File: src/rtl/core/mbq_pkg.sv
package mbq_pkg;

    // Frame limits.
    localparam int MAX_PIXELS = 1048576;
    localparam int MAX_DIM    = 4096;

    // Width of the selected-pixel count and of one histogram bin.
    localparam int CNT_W = $clog2(MAX_PIXELS + 1);

    // Width that holds any position or MAX_DIM itself for the bounds check.
    localparam int DIM_CMP_W = 17;

    // Histogram geometry.
    localparam int NUM_BINS = 256;
    localparam int BIN_AW   = 8;

    // Queue between the classifier and the histogram engine.
    localparam int QDEPTH = 4;
    localparam int QPTR_W = 2;

    // Configuration port.
    localparam int CFG_IDX_W  = 2;
    localparam int CFG_DATA_W = 13;

    localparam logic [CFG_IDX_W-1:0] CFG_REGION_X = 2'd0;
    localparam logic [CFG_IDX_W-1:0] CFG_REGION_Y = 2'd1;
    localparam logic [CFG_IDX_W-1:0] CFG_REGION_W = 2'd2;
    localparam logic [CFG_IDX_W-1:0] CFG_REGION_H = 2'd3;

    // One classified pixel as it travels through the queue.
    typedef struct packed {
        logic [7:0] gray;
        logic       sel;
        logic       last;
    } pix_item_t;

    // Histogram engine states.
    typedef enum logic [2:0] {
        ST_CLEAR,
        ST_RUN,
        ST_WALK,
        ST_FLUSH,
        ST_EMIT
    } back_state_t;

endpackage

File: src/rtl/core/mbq_fifo.sv
module mbq_fifo (
    input  logic               aclk,
    input  logic               aresetn,
    input  logic               push,
    input  mbq_pkg::pix_item_t push_item,
    output logic               full,
    input  logic               pop,
    output mbq_pkg::pix_item_t pop_item,
    output logic               nonempty
);
    import mbq_pkg::*;

    pix_item_t         entry_reg [QDEPTH];
    logic [QPTR_W-1:0] wptr_reg;
    logic [QPTR_W-1:0] rptr_reg;
    logic [QPTR_W:0]   count_reg;

    assign full     = (count_reg == (QPTR_W + 1)'(QDEPTH));
    assign nonempty = (count_reg != '0);
    assign pop_item = entry_reg[rptr_reg];

    // Entry storage.
    always_ff @(posedge aclk) begin
        if (push) begin
            entry_reg[wptr_reg] <= push_item;
        end
    end

    // Pointers and fill level.
    always_ff @(posedge aclk) begin
        if (!aresetn) begin
            wptr_reg  <= '0;
            rptr_reg  <= '0;
            count_reg <= '0;
        end else begin
            if (push) begin
                wptr_reg <= wptr_reg + 1'b1;
            end
            if (pop) begin
                rptr_reg <= rptr_reg + 1'b1;
            end
            if (push && !pop) begin
                count_reg <= count_reg + 1'b1;
            end else if (pop && !push) begin
                count_reg <= count_reg - 1'b1;
            end
        end
    end

endmodule

File: config.mk
export PLATFORM = sky130hd
export DESIGN_NAME = mbq_fifo
export DESIGN_NICKNAME = d
export VERILOG_FILES = /design/src/rtl/core/mbq_pkg.sv /design/src/rtl/core/mbq_fifo.sv
export SDC_FILE = /design/constraint.sdc
export NUM_CORES = 1
export LEC_CHECK = 0
export BUFFER_PORTS_ARGS = -buffer_cell sky130_fd_sc_hd__buf_2
export CAP_MARGIN = 20
export CELL_PAD_IN_SITES_DETAIL_PLACEMENT = 0
export CELL_PAD_IN_SITES_GLOBAL_PLACEMENT = 1
export CORE_MARGIN = 2
export CORE_UTILIZATION = 45
export CTS_BUF_LIST = sky130_fd_sc_hd__clkbuf_8
export CTS_CLUSTER_DIAMETER = 60
export DETAILED_ROUTE_END_ITERATION = 7
export HOLD_SLACK_MARGIN = 0.15
export PLACE_DENSITY = 0.8
export SLEW_MARGIN = 20
export SYNTH_ARGS = -nofsm -noshare
export SYNTH_HDL_FRONTEND = slang
export SYNTH_SLANG_ARGS = --single-unit
File: constraint.sdc
create_clock -name aclk -period 1.9 [get_ports aclk]
set_clock_uncertainty 0.2 [all_clocks]
set_input_delay 0.38 -clock aclk [delete_from_list [all_inputs] [get_ports aclk]]
set_output_delay 0.38 -clock aclk [all_outputs]
set_load 0.01 [all_outputs]
# Yosys cells after proc, flatten, opt, wreduce, memory -nomap -nowiden
# Memory sizes are Yosys's and may differ from the RTL's. A register that Yosys moved wholly into a read port is not among the register bits.
# Cells that the tools add are included.
[totals]
n_memories = 1
inputBits = 14
reg_bits = 7
ramBits = 40
output_inout_bits = 12
word_cells = 21
[classes]
n_reduce_logical = 6
n_mux = 6
n_eq_ne = 1
add_sub_neg = 4
[mem_list]
columns = ["name", "words", "width", "rd", "rd_clocked_by_memory_dff", "write_ports", "line", "source"]
rows = [
  ["entry_reg", 4, 10, 1, 1, 1, "mbq_fifo.sv:13", "pix_item_t entry_reg [QDEPTH];"],
]
[op_table]
columns = ["cell", "count"]
rows = [
  ["$mux 3", 2],
  ["$add 2x1->2 const B", 2],
  ["$mux 2", 2],
  ["$add 3x1->3 const B", 1],
  ["$eq 3x3->1 const B", 1],
  ["$reduce_bool 3->1", 1],
  ["$sub 3x1->3 const B", 1],
  ["$logic_and 1x1->1", 2],
  ["$logic_not 1->1", 2],
  ["$mux 1", 2],
  ["$reduce_bool 2->1", 1],
]

# Logic depth before layout (Yosys ltp)
[logic_depth]
depth_word = 4
depth_mapped = 7
mapped_depth_nobuf = 7

# Worst setup path after synthesis
# Ideal clock, no wire load.
[synth_path]
path_kind = "input to register"
start = "input pop"
end = "register count_reg[2]"
t_required_ns = 1.630
setup_slack_ns = 0.060
setup_time_ns = 0.070
n_path_buf = 0
path_stages = 7
t_arrival_ns = 1.570
path_cell_list = "inv_1 -> ha_1 -> inv_1 -> fa_1 -> xor2_1 -> or3_1 -> a21boi_1"
[synth_between]
elab_chain_len = 3
elab_cells_between_ends = 5
classes_between = "1 x mux; 4 x reduce/logical"
[synth_lines]
columns = ["element", "line", "source"]
rows = [
  ["start: declaration", "mbq_fifo.sv:7", "input logic pop,"],
  ["$logic_not 1->1", "mbq_fifo.sv:42", "if (push && !pop) begin"],
  ["$logic_and 1x1->1", "mbq_fifo.sv:42", ""],
  ["$mux 3 / $reduce_bool 2->1 (equally long branches)", "--", ""],
  ["end signal: assignment", "mbq_fifo.sv:43", "count_reg <= count_reg + 1'b1;"],
  ["end signal: assignment", "mbq_fifo.sv:45", "count_reg <= count_reg - 1'b1;"],
  ["end: declaration", "mbq_fifo.sv:16", "logic [QPTR_W:0] count_reg;"],
]
# Parallel ways exist; a longest one is shown, timed or not.
# A chain may end at the register's enable or synchronous reset.

==> qor.csv <==
stage,metric,value,unit
hold_path,hold_start,aresetn,
worst_setup_path,worstPathRequired,1.32,ns
yosys,syn-mean-instance-area,19.9,µm²
worst_setup_path,worst_r2r_startpoint,count_reg[0],
floorplan,chipHeight,68.8,µm
layout,nets,164,
worst_setup_path,worstSetupPathType,flip-flop to primary output,
yosys,yosys.area_share.simple,4.90,%
floorplan,io_pins,26,
yosys,syn_nets,115,
sta,max_freq,0.495,GHz
power,clock_power_share,26.0,%
detailed_routing,wl,2830,µm
grt,grt_pass1_vias,953,
yosys,synthMuxAreaShare,13.0,%
grt,gr-total-overflow,0,
clock_network,cts_htree_levels,2,
layout,final_common_cell,edfxtp_1,
yosys,synth_fa_ha_area_share,4.37,%
layout,area_growth_syn_to_layout,25.1,%
run_status,outcome,finished with violations,
yosys,synth_cells,95,
detailed_routing,drcViolationCount,0,
power,power.density,907,mW/mm²
layout,mostFrequentLayoutCells,"40 x edfxtp_1, 18 x buf_2, 10 x mux4_2, 10 x dlygate4sd3_1",
worst_setup_path,critPathCaptureType,primary output,
sta,maxSlewHeadroom,88.3,%
power,p_leak,0.000884,µW
sta,setup_slack,-0.121,ns
clock_network,cts_setup_buffers,0,
sta,fin_crit_sh,106,%
power,intPower,1670,µW
detailed_routing,wire_per_inst,14.5,µm
sta,final_max_slew_viol_count,0,
sta,timing.hold.ws,0.183,ns
yosys,ys_ff_latch,49,
floorplan,rows,23,
place,port_buffers,25,
clock_network,clock-sinks,49,
grt,gr-usage-all-layers,13.6,%
worst_setup_path,crit_fanout,5,
detailed_routing,drtIter0Drc,72,
grt,antenna_found_initial,0,
yosys,synth_top_family_by_area,multiplexers,
yosys,post_synth_xor_area_fraction,2.32,%
hold_path,hold_path_class,primary input to flip-flop,
worst_setup_path,arrival,1.44,ns
floorplan,core_area,0.00403,mm²
floorplan,dieArea,0.00473,mm²
place,place_congestion,0.686,
power,combPwrFrac,15.5,%
floorplan,die_w,68.8,µm
sta,setup-violations-final,10,
worst_setup_path,cp_cell_sequence,buf_6 > mux4_2 > buf_6,
worst_setup_path,critPathLaunchType,flip-flop,
yosys,synth_cell_types,18,
layout,multiInputGateArea,477,µm²
detailed_routing,ant_nets,0,
clock_network,cts_tree,built,
sta,tightest_slew,0.175,ns
detailed_routing,num_vias,943,
sta,hold_violations,0,
clock_network,clk-insertion-delay-late,0.29,ns
layout,antenna_cells,0,
floorplan,start_util,46.9,%
run_status,violations,setup timing,
sta,layout_min_cycle_time,2.02,ns
power,pwr-share-seq,58.5,%
yosys,ys_seq_area_share,73.1,%
layout,drive_above_1_share,35.2,%
power,total_power,2140,µW
worst_setup_path,crit_top_cell,buf_6,
clock_network,cts_max_path_buffers,2,
worst_setup_path,critical_path.slowest_cell,mux4_2,
layout,largest_reg_flops,40,
yosys,ys_warn_count,0,
yosys,synth_compound_area_share,0.662,%
power,swShare,22.3,%
clock_network,clk_pin_slew,0.08,ns
worst_setup_path,slowest_delay,0.53,ns
detailed_routing,viasPerCell,4.84,
detailed_routing,dr.pass1.iters,4,
yosys,netlist_area,0.00189,mm²
layout,fillerInstances,305,
place,dp_hpwl,1910,µm
sta,rsz0062_at_grt,true,
layout,seqCellArea,0.00138,mm²
grt,grt_pass1_wl,4370,µm
clock_network,cts_root_buf,clkbuf_8,
flow_run,cap_violations,0,
power,switching_power,479,µW
clock_network,cts_inserted_buffers,5,
grt,grt_max_degree,15,
power,ir_worst_vdd,0.566,mV
## final cells by class
| cell class | instances | area share [%] |
|---|---|---|
| Inverter | 4 | 0.635 |
| Multi-Input combinational cell | 40 | 20.2 |
| Tap cell | 50 | 2.65 |
| Timing Repair Buffer | 44 | 14.6 |
| Sequential cell | 49 | 58.5 |
| Clock inverter | 3 | 0.582 |
| Clock buffer | 5 | 2.91 |
## Yosys cell counts
cell type | count | area [µm²]
edfxtp_1 | 40 | 1200
mux4_2 | 10 | 225
and2_1 | 9 | 56.3
dfxtp_1 | 9 | 180
ha_1 | 5 | 62.6
inv_1 | 4 | 15.0
xor2_1 | 3 | 26.3
mux2i_1 | 2 | 20.0
nor2b_1 | 2 | 12.5
or3_1 | 2 | 12.5
xnor2_1 | 2 | 17.5
a21boi_1 | 1 | 7.51
buf_6 | 1 | 11.3
clkbuf_2 | 1 | 5.00
fa_1 | 1 | 20.0
nand2_1 | 1 | 3.75
nor3b_1 | 1 | 7.51
o21ai_0 | 1 | 5.00
## final timing paths
check                 endpoint  slack, ns  cells past startpoint
setup / recovery   pop_item[2]      -0.12                      3
hold / removal    count_reg[0]       0.18                      2
setup reg to reg  count_reg[2]       0.22                      4
hold reg to reg   count_reg[2]       0.30                      2
## metrics by stage
stage | std cells | area (µm²) | setup TNS (ns) | utilization [%] | worst slack, ns
6_report | 195 | 2360 | -0.996 | 58.7 | -0.121
5_1_grt | 195 | 2360 | -1.64 | 58.7 | -0.176
4_1_cts | 195 | 2340 | -1.22 | 58.0 | -0.145
3_5_place_dp | 177 | 2130 | -0.123 | 52.8 | -0.123
3_3_place_gp | 177 | 2130 | -0.0700 | 52.8 | -0.0700
2_1_floorplan | 95 | 1890 | 0 | - | 0.0601
## power by group through the flow
stage	Clock, µW	Sequential, µW	Combinational (µW)
floorplan	0	1270	180
global placement	0	1280	278
detailed placement	0	1280	286
CTS	577	1260	320
global route	618	1260	364
finish	558	1250	332
## logic make-up (layout without fill, tap and decap cells)
group / count (synthesis) / after routing
DFF: 49 / 49
and+or+nand+nor: 15 / 15
muxes: 12 / 12
adders and majority gates: 6 / 6
buffers and inverters: 6 / 56
xor gates and xnor gates: 5 / 5
AOI/OAI and AO/OA: 2 / 2
## what timing repair did
item,in CTS,in global routing
hold buffers,10,0
gates cloned,0,0
resized for setup,6,4
setup endpoints to repair,10,10
hold endpoints to repair,40,0
## routing by layer
metal	track usage, %	share of wire (%)
met1	15.0	41
met2	23.8	53
met3	5.03	4.3
met4	5.15	1.7
met5	0	0
## worst max-delay path, delay by kind of cell, from the launching register on
family                 cells  cell delay [ns]
muxes                      1             0.53
buffers and inverters      2             0.28
DFF                        1             0.35
No activity file was read; power rests on OpenSTA's default activity.
