File: config.mk
export PLATFORM = sky130hd
export DESIGN_NAME = mbq_front
export DESIGN_NICKNAME = d
export VERILOG_FILES = /design/src/rtl/core/mbq_pkg.sv /design/src/rtl/core/mbq_front.sv
export SDC_FILE = /design/constraint.sdc
export NUM_CORES = 1
export LEC_CHECK = 0
export BUFFER_PORTS_ARGS = -buffer_cell sky130_fd_sc_hd__buf_2
export CAP_MARGIN = 20
export CORE_MARGIN = 2
export CORE_UTILIZATION = 43
export CTS_BUF_LIST = sky130_fd_sc_hd__clkbuf_16
export DETAILED_ROUTE_END_ITERATION = 7
export PLACE_DENSITY = 0.74
export SYNTH_ARGS = -nofsm -noshare
export SYNTH_HDL_FRONTEND = slang
export SYNTH_SLANG_ARGS = --single-unit
File: constraint.sdc
create_clock -name aclk -period 3.55 [get_ports aclk]
set_input_delay 0.1775 -clock aclk [delete_from_list [all_inputs] [get_ports aclk]]
set_output_delay 0.1775 -clock aclk [all_outputs]
set_load 0.005 [all_outputs]
File: src/rtl/core/mbq_pkg.sv
package mbq_pkg;

    // Frame limits.
    localparam int MAX_PIXELS = 1048576;
    localparam int MAX_DIM    = 4096;

    // Width of the selected-pixel count and of one histogram bin.
    localparam int CNT_W = $clog2(MAX_PIXELS + 1);

    // Width that holds any position or MAX_DIM itself for the bounds check.
    localparam int DIM_CMP_W = 17;

    // Histogram geometry.
    localparam int NUM_BINS = 256;
    localparam int BIN_AW   = 8;

    // Queue between the classifier and the histogram engine.
    localparam int QDEPTH = 4;
    localparam int QPTR_W = 2;

    // Configuration port.
    localparam int CFG_IDX_W  = 2;
    localparam int CFG_DATA_W = 13;

    localparam logic [CFG_IDX_W-1:0] CFG_REGION_X = 2'd0;
    localparam logic [CFG_IDX_W-1:0] CFG_REGION_Y = 2'd1;
    localparam logic [CFG_IDX_W-1:0] CFG_REGION_W = 2'd2;
    localparam logic [CFG_IDX_W-1:0] CFG_REGION_H = 2'd3;

    // One classified pixel as it travels through the queue.
    typedef struct packed {
        logic [7:0] gray;
        logic       sel;
        logic       last;
    } pix_item_t;

    // Histogram engine states.
    typedef enum logic [2:0] {
        ST_CLEAR,
        ST_RUN,
        ST_WALK,
        ST_FLUSH,
        ST_EMIT
    } back_state_t;

endpackage

File: src/rtl/core/mbq_front.sv
module mbq_front (
    input  logic                           aclk,
    input  logic                           aresetn,
    input  logic                           cfg_we,
    input  logic [mbq_pkg::CFG_IDX_W-1:0]  cfg_index,
    input  logic [mbq_pkg::CFG_DATA_W-1:0] cfg_wdata,
    input  logic                           s_valid,
    output logic                           s_ready,
    input  logic [7:0]                     s_gray_level,
    input  logic [7:0]                     s_mask_value,
    input  logic [11:0]                    s_col,
    input  logic [11:0]                    s_row,
    input  logic                           s_frame_end,
    input  logic                           q_full,
    input  logic                           clearing,
    output logic                           q_push,
    output mbq_pkg::pix_item_t             q_item
);
    import mbq_pkg::*;

    logic [11:0] region_x_reg;
    logic [11:0] region_y_reg;
    logic [12:0] region_w_reg;
    logic [12:0] region_h_reg;

    logic        in_image;
    logic        whole_image;
    logic        col_in;
    logic        row_in;
    logic [13:0] col_end;
    logic [13:0] row_end;

    // Configuration registers.
    always_ff @(posedge aclk) begin
        if (!aresetn) begin
            region_x_reg <= '0;
            region_y_reg <= '0;
            region_w_reg <= '0;
            region_h_reg <= '0;
        end else if (cfg_we) begin
            unique case (cfg_index)
                CFG_REGION_X: region_x_reg <= cfg_wdata[11:0];
                CFG_REGION_Y: region_y_reg <= cfg_wdata[11:0];
                CFG_REGION_W: region_w_reg <= cfg_wdata;
                CFG_REGION_H: region_h_reg <= cfg_wdata;
                default: ;
            endcase
        end
    end

    // Position tests against the image bounds and the scan rectangle.
    assign in_image = (DIM_CMP_W'(s_col) < DIM_CMP_W'(MAX_DIM))
                   && (DIM_CMP_W'(s_row) < DIM_CMP_W'(MAX_DIM));
    assign whole_image = (region_w_reg == '0) || (region_h_reg == '0);
    assign col_end = {2'b00, region_x_reg} + {1'b0, region_w_reg};
    assign row_end = {2'b00, region_y_reg} + {1'b0, region_h_reg};
    assign col_in = (s_col >= region_x_reg) && ({2'b00, s_col} < col_end);
    assign row_in = (s_row >= region_y_reg) && ({2'b00, s_row} < row_end);

    // The item enters the queue with its selection already decided.
    assign s_ready     = !q_full && !clearing;
    assign q_push      = s_valid && s_ready;
    assign q_item.gray = s_gray_level;
    assign q_item.sel  = (s_mask_value != 8'd0) && in_image
                      && (whole_image || (col_in && row_in));
    assign q_item.last = s_frame_end;

endmodule

======== Word level (Yosys, flattened, before mapping) ========
Cells that the tools add are included.
operators by class
  add/sub/neg operators ................... 2
  magnitude comparators ................... 4
  equal/unequal tests ..................... 3
  reduce and logical (&&, ||, !) cells .... 18
operators by type and width
  cell                                            count
  adder 12 x 13 -> 14 bit                         2
  < comparator 12 x 14 -> 1 bit                   2
  zero test 13 bit                                2
  >= comparator 12 bit                            2
  AND reduction 2 bit                             4
  nonzero test 8 bit                              1
  logical AND 1 bit                               6
  == test 2 bit (second input constant)           2
  == test 2 x 1 -> 1 bit (second input constant)  1
  zero test 1 bit                                 2
  zero test 2 bit                                 1
  logical OR 1 bit                                2
word-level totals
  register bits after elaboration ......... 50
  bits of input ports ..................... 62
  output and inout port bits .............. 12
  logic and storage cells ................. 31

======== Logic depth before layout (Yosys ltp) ========
Gate-level depths: netlist of the first run.
  word-level depth ........................ 6
  gate-level depth with buffers ........... 15
  depth with buffers taken out ............ 15

======== Worst setup path after synthesis of the first run ========
Ideal clock, no wire load.
  path type ............................... register to output
  start point ............................. register region_x_reg[0]
  end point ............................... output port q_item[1] (netlist name)
  data arrival time ....................... 3413 ps
  data required time ...................... 3372 ps
  setup slack ............................. -40 ps
  cell stages (with the launch flop) ...... 14
  cells stage by stage .................... dfxtp_1 -> ha_1 -> fa_1 -> a211oi_1 -> nor3_1 -> or3_1 -> a21oi_1 -> xnor2_1 -> ha_1 -> nand4_1 -> or4_2 -> a211oi_1 -> o211a_1 -> a311oi_2
RTL lines
  item                    RTL line         text
  start, declared         mbq_front.sv:21  logic [11:0] region_x_reg;
  start signal, assigned  mbq_front.sv:42  CFG_REGION_X: region_x_reg <= cfg_wdata[11:0];
  end, declared           mbq_front.sv:17  output mbq_pkg::pix_item_t q_item

==> flow_metrics.tcl, run 1 <==
set metrics [dict create \
    core-area_um2 9684 \
    rows 36 \
    dr.pass1.iters 6 \
    synth_cell_types 54 \
    syn_to_final_growth_pct 20.27 \
    powerDensity_nw_per_um2 290.1 \
    drv_cap 0 \
    vias 4024 \
    num_io_pins 74 \
    critPathLaunchType "flip-flop" \
    antenna_found_initial 1 \
    cp.required_ps 3370 \
    cts_root_buf "clkbuf_16" \
    drt_iter0_markers 171 \
    synth_area_um2 4234 \
    grt_pass1_vias 3742 \
    clock_skew_ps 0 \
    p_leak_nw 2.248 \
    setup_ws_ps -481.3 \
    grt_use_total_pct 20.05 \
    worst-path-max-fanout 2 \
    failed_checks "negative setup slack" \
    postCtsHoldBufs 0 \
    wire_per_inst_um 14.49 \
    cts_max_level 2 \
    yosys-top-cells-area "dfxtp_1, ha_1, nand2_1, a21oi_1, a21boi_0" \
    rsz0062_at_grt "yes" \
    fin_crit_ps 4031 \
    timing.final.setup_violations 1 \
    gp_congestion 0.8972 \
    grt_overflow 0 \
    synth_edf_count 0 \
    synth_seq_area_share_pct 23.64 \
    final_cell_area_um2 5092 \
    place_area_um2 4684 \
    wirelength_um 10720 \
    cts_tree "done" \
    clk_latency_ps 290 \
    synth_area_leader_cell "dfxtp_1" \
    slew-limit-headroom_pct 42.93 \
    crit_arrival_ps 3850 \
    ir_drop_mv 0.1747 \
    io_buffers 55 \
    layout-drive-gt1-share_pct 20.26 \
    place_hpwl_um 8258 \
    end_kind "output pin" \
    status "finished with violations" \
    synth_top_area_share_pct 23.64 \
    finalCritPeriodShare_pct 113.6 \
    ys_warn_count 0 \
    n_antenna_cell 0 \
    criticalPathCategory "reg -> out" \
    finalMaxSlewViolations 0 \
    drc 0 \
    die_w_um 103.2 \
    async_flop_share_pct 0 \
    avgSynthCellArea_um2 7.989 \
    synth_seq_cells 50 \
    clk_pin_slew_ps 70 \
    hold_path.class "in -> reg" \
    die_h_um 103.2 \
    fmax_mhz 248.1 \
    dieArea_um2 10660 \
    tightest_slew_ps 853.5 \
    post-route-util_pct 52.58 \
    nets 740 \
    syn_nets 664 \
    synthCells 530 \
    grt_pass1_wl_um 17170 \
    via_per_inst 5.438 \
    cts_made_buffers 5 \
    start_util_pct 43.72 \
    synthFlopType "dfxtp_1" \
    clock_sinks 50 \
    antenna_left 0 \
    clock_path_buffers 2 \
    grt_max_degree 51 \
    hold_violations 0 \
]
==> placed cells by master (no fill, tap or decap), types with 6 or more instances in the layout <==
| cell | n |
|---|---|
| nor2b_1 | 28 |
| dfxtp_1 | 48 |
| nor2_1 | 43 |
| a21oi_1 | 40 |
| nand3_1 | 6 |
| ha_1 | 68 |
| a21o_1 | 6 |
| nand2_1 | 70 |
| buf_2 | 55 |
| a21boi_0 | 26 |
| mux2i_1 | 14 |
| nor4_1 | 9 |
| buf_4 | 34 |
| xnor2_1 | 10 |
| xor2_1 | 8 |
| inv_1 | 34 |
| o21ai_0 | 18 |
| nand4_1 | 8 |
==> per-stage QoR <==
step	total power [W]	hold WS, ps	cells	TNS, ps	setup slack [ps]
after floorplan	0.0008158	322.4	530	0	15.03
after global placement	0.0009093	355.0	712	-303.7	-303.7
after detailed placement	0.0009244	355.0	712	-367.2	-367.2
after CTS	0.001473	160.4	738	-432.2	-432.2
after global routing	0.001552	185.1	740	-624.5	-624.5
final	0.001477	175.1	740	-481.3	-481.3
==> timing repair <==
| action | CTS | global route |
|---|---|---|
| endpoints found under the setup margin | 1 | 1 |
| buffers inserted | 18 | 2 |
| pin swaps | 14 | 10 |
| gates resized for setup | 13 | 8 |
==> synthesized netlist by cell type (all sizes together), types with 4 or more instances <==
| cell type | number |
|---|---|
| ha | 70 |
| nand2 | 70 |
| dfxtp | 50 |
| nor2 | 43 |
| a21oi | 42 |
| inv | 34 |
| nor2b | 28 |
| a21boi | 26 |
| o21ai | 20 |
| mux2i | 14 |
| clkbuf | 11 |
| buf | 10 |
| xnor2 | 10 |
| nor4 | 9 |
| nand4 | 8 |
| xor2 | 8 |
| a21o | 7 |
| nor3 | 7 |
| nand3 | 6 |
| a211oi | 5 |
| o21bai | 5 |
| nand2b | 4 |
| o21a | 4 |
| o31ai | 4 |
==> area by class of cell <==
type / instances / area (µm²)
Fill cell: 893 / 4592
Multi-Input combinational cell: 425 / 3084
Sequential cell: 50 / 1003
Timing Repair Buffer: 90 / 541.8
Tap cell: 133 / 166.4
Inverter: 34 / 127.6
Clock buffer: 5 / 125.1
Clock inverter: 3 / 43.79
==> report_power, final <==
part           total (W)  internal (W)  switching, W
combinational   0.000332      0.000152      0.000180
clock           0.000548      0.000334      0.000214
sequential      0.000597      0.000580     0.0000172
total            0.00148       0.00107      0.000412
==> worst paths after layout <==
check	slack, ps	from	cells past startpoint	end
setup / recovery	-480	region_w_reg[0]	15	q_item[1]
hold / removal	180	cfg_wdata[12]	3	region_w_reg[12]
setup reg to reg	2660	region_h_reg[12]	2	region_h_reg[12]
hold reg to reg	500	region_w_reg[11]	2	region_w_reg[11]
==> metal layers <==
metal	global-route usage [%]	vias to the layer above	wire, µm
met3	2.823	16	435
met1	25.79	1889	4727
met5	0	-	0
li1	-	2025	-
met2	35.41	94	5334
met4	4.960	0	227
==> critical path, cell delays in order (launching register included) <==
cell      delay (ps)
dfxtp_2          340
ha_4             160
fa_2             370
a211oi_4         270
nor3_2            80
or3_4            370
a21oi_4          190
buf_4            140
xnor2_1           60
ha_1             310
nand4_1          120
or4_4            540
a211oi_2         190
o211a_1          230
a311oi_2          50
buf_2            150
==> cells by family after synthesis <==
group / after synthesis / share of synthesized area (%)
DFF: 50 / 23.64
and+or+nand+nor: 188 / 21.10
xor gates and xnor gates: 18 / 3.723
AOI/OAI and AO/OA: 133 / 20.89
muxes: 14 / 3.310
buffers and inverters: 55 / 5.703
adders and majority gates: 72 / 21.63
(Power assumes the default switching activity.)
==> inputs of run 2 (changes only) <==
--- a/config.mk
+++ b/config.mk
@@ -12,6 +12,7 @@
 export CTS_BUF_LIST = sky130_fd_sc_hd__clkbuf_16
 export DETAILED_ROUTE_END_ITERATION = 7
 export PLACE_DENSITY = 0.74
+export SETUP_SLACK_MARGIN = 0.05
 export SYNTH_ARGS = -nofsm -noshare
 export SYNTH_HDL_FRONTEND = slang
 export SYNTH_SLANG_ARGS = --single-unit
==> flow_metrics.tcl, run 2 (synthesis gave the netlist of run 1 again) <==
set metrics [dict create \
    end_kind "output pin" \
    layout-drive-gt1-share_pct 19.57 \
    cts_made_buffers 5 \
    vias 3959 \
    seq_area_um2 1003 \
    crit_arrival_ps 3710 \
    hold_path.class "in -> reg" \
    dr.pass1.iters 5 \
    rsz0062_at_grt "yes" \
    critPathLaunchType "flip-flop" \
    syn_to_final_growth_pct 19.00 \
    antenna_left 0 \
    gp_congestion 0.8845 \
    clk_latency_ps 280 \
    clock_skew_ps 0 \
    io_buffers 55 \
    hold_violations 0 \
    multi_input_area_um2 3104 \
    finalMaxSlewViolations 0 \
    cts_tree "done" \
    grt_overflow 0 \
    p_leak_nw 2.209 \
    timing.rr.end "region_w_reg[1]" \
    dieArea_um2 10660 \
    failed_checks "negative setup slack" \
    grt_max_degree 51 \
    fillers 909 \
    whs_endpoint "region_h_reg[12]" \
    via_per_inst 5.416 \
    cp.required_ps 3370 \
    die_h_um 103.2 \
    place_hpwl_um 8210 \
    r2r_cells 3 \
    status "finished with violations" \
    ir_drop_mv 0.1985 \
    criticalPathCategory "reg -> out" \
    core-area_um2 9684 \
    cts_root_buf "clkbuf_16" \
    antenna_found_initial 1 \
    clock_path_buffers 2 \
    grt_pass1_vias 3743 \
    num_io_pins 74 \
    powerDensity_nw_per_um2 288.6 \
    crit-reg2reg-launch "region_w_reg[1]" \
    setup_ws_ps -337.6 \
    wire_per_inst_um 14.51 \
    hold_ws_ps 147.4 \
    drv_cap 0 \
    drc 0 \
    fmax_mhz 257.2 \
    mostFrequentLayoutCells "nand2_1, ha_1, buf_2" \
    postCtsHoldBufs 0 \
    post-place-ws_ps -320.5 \
    rows 36 \
    post-route-util_pct 52.03 \
    cts_max_level 2 \
    worst-path-max-fanout 3 \
    grt_pass1_wl_um 17190 \
    crit_start "region_x_reg[1]" \
    min_from "cfg_wdata[12]" \
    wirelength_um 10610 \
    die_w_um 103.2 \
    clk_pin_slew_ps 60 \
    drt_iter0_markers 218 \
    hold_depth 3 \
    fin_crit_ps 3888 \
    tightest_slew_ps 898.4 \
    r2r_setup_slack_ps 2720 \
    final_common_cell "nand2_1" \
    slew-limit-headroom_pct 39.92 \
    finalCritPeriodShare_pct 109.5 \
    n_antenna_cell 0 \
    grt_use_total_pct 20.26 \
    timing.final.setup_violations 1 \
    start_util_pct 43.72 \
    clock_sinks 50 \
    nets 732 \
]
==> run 2: changes by cell type in the layout (fill, tap and decap cells not counted), sizes merged <==
cell  previous run  this run
inv             35        34
buf             90        82
==> run 2: cell type report <==
type	instances	share of cell area (%)
repair buffers	82	9.486
well taps	133	3.303
inverters	34	2.533
flip-flops and latches	50	19.92
clock buffers	5	2.483
multi-input cells	425	61.61
clock inverters	2	0.6705
==> run 2: power by group <==
| group | switching (W) | leakage (nW) | internal [W] |
|---|---|---|---|
| sequential | 0.0000170 | 0.407 | 0.000580 |
| clock | 0.000197 | 0.0773 | 0.000326 |
| combinational | 0.000181 | 1.72 | 0.000154 |
==> run 2: through the flow <==
stage	std cells	TNS, ps	instance area, µm²	power [W]
2_1_floorplan	530	0	4245	0.0008160
3_3_place_gp	711	-197.2	4683	0.0009085
3_5_place_dp	711	-320.5	4683	0.0009219
4_1_cts	731	-398.8	4996	0.001448
5_1_grt	731	-490.0	5039	0.001529
6_report	731	-337.6	5039	0.001454
==> run 2: routing by layer <==
metal / GRT usage [%] / up-vias / share of wire [%]
met4: 6.579 / 0 / 2.9
met5: 0 / - / 0
met3: 3.898 / 30 / 5.4
met1: 25.46 / 1803 / 43
met2: 35.01 / 117 / 49
li1: - / 2009 / -
==> run 2: how the worst max path moves through the flow <==
stage / endpoint / slack [ps] / depth (start not counted)
global route: q_item[1] / -490 / 16
detailed placement: q_item[1] / -320 / 14
global placement: q_item[1] / -200 / 14
CTS: q_item[1] / -400 / 14
finish: q_item[1] / -340 / 14
floorplan: q_item[1] / 100 / 13
==> run 2: timing repair <==
action,CTS,global route
setup buffers,14,0
setup endpoints to repair,1,1
resized for setup,14,9
cloned,0,0
pin swaps,16,9
==> run 2: worst max-delay path, cell delays in order (launching register included) <==
cell,delay (ps)
dfxtp_1,340
ha_1,320
a21oi_2,180
o31ai_2,110
a2111oi_2,430
o21bai_1,140
a21oi_1,190
xor2_1,90
ha_1,320
nand4_1,130
or4_4,530
a211oi_2,210
o211a_1,240
a311oi_2,50
buf_2,150
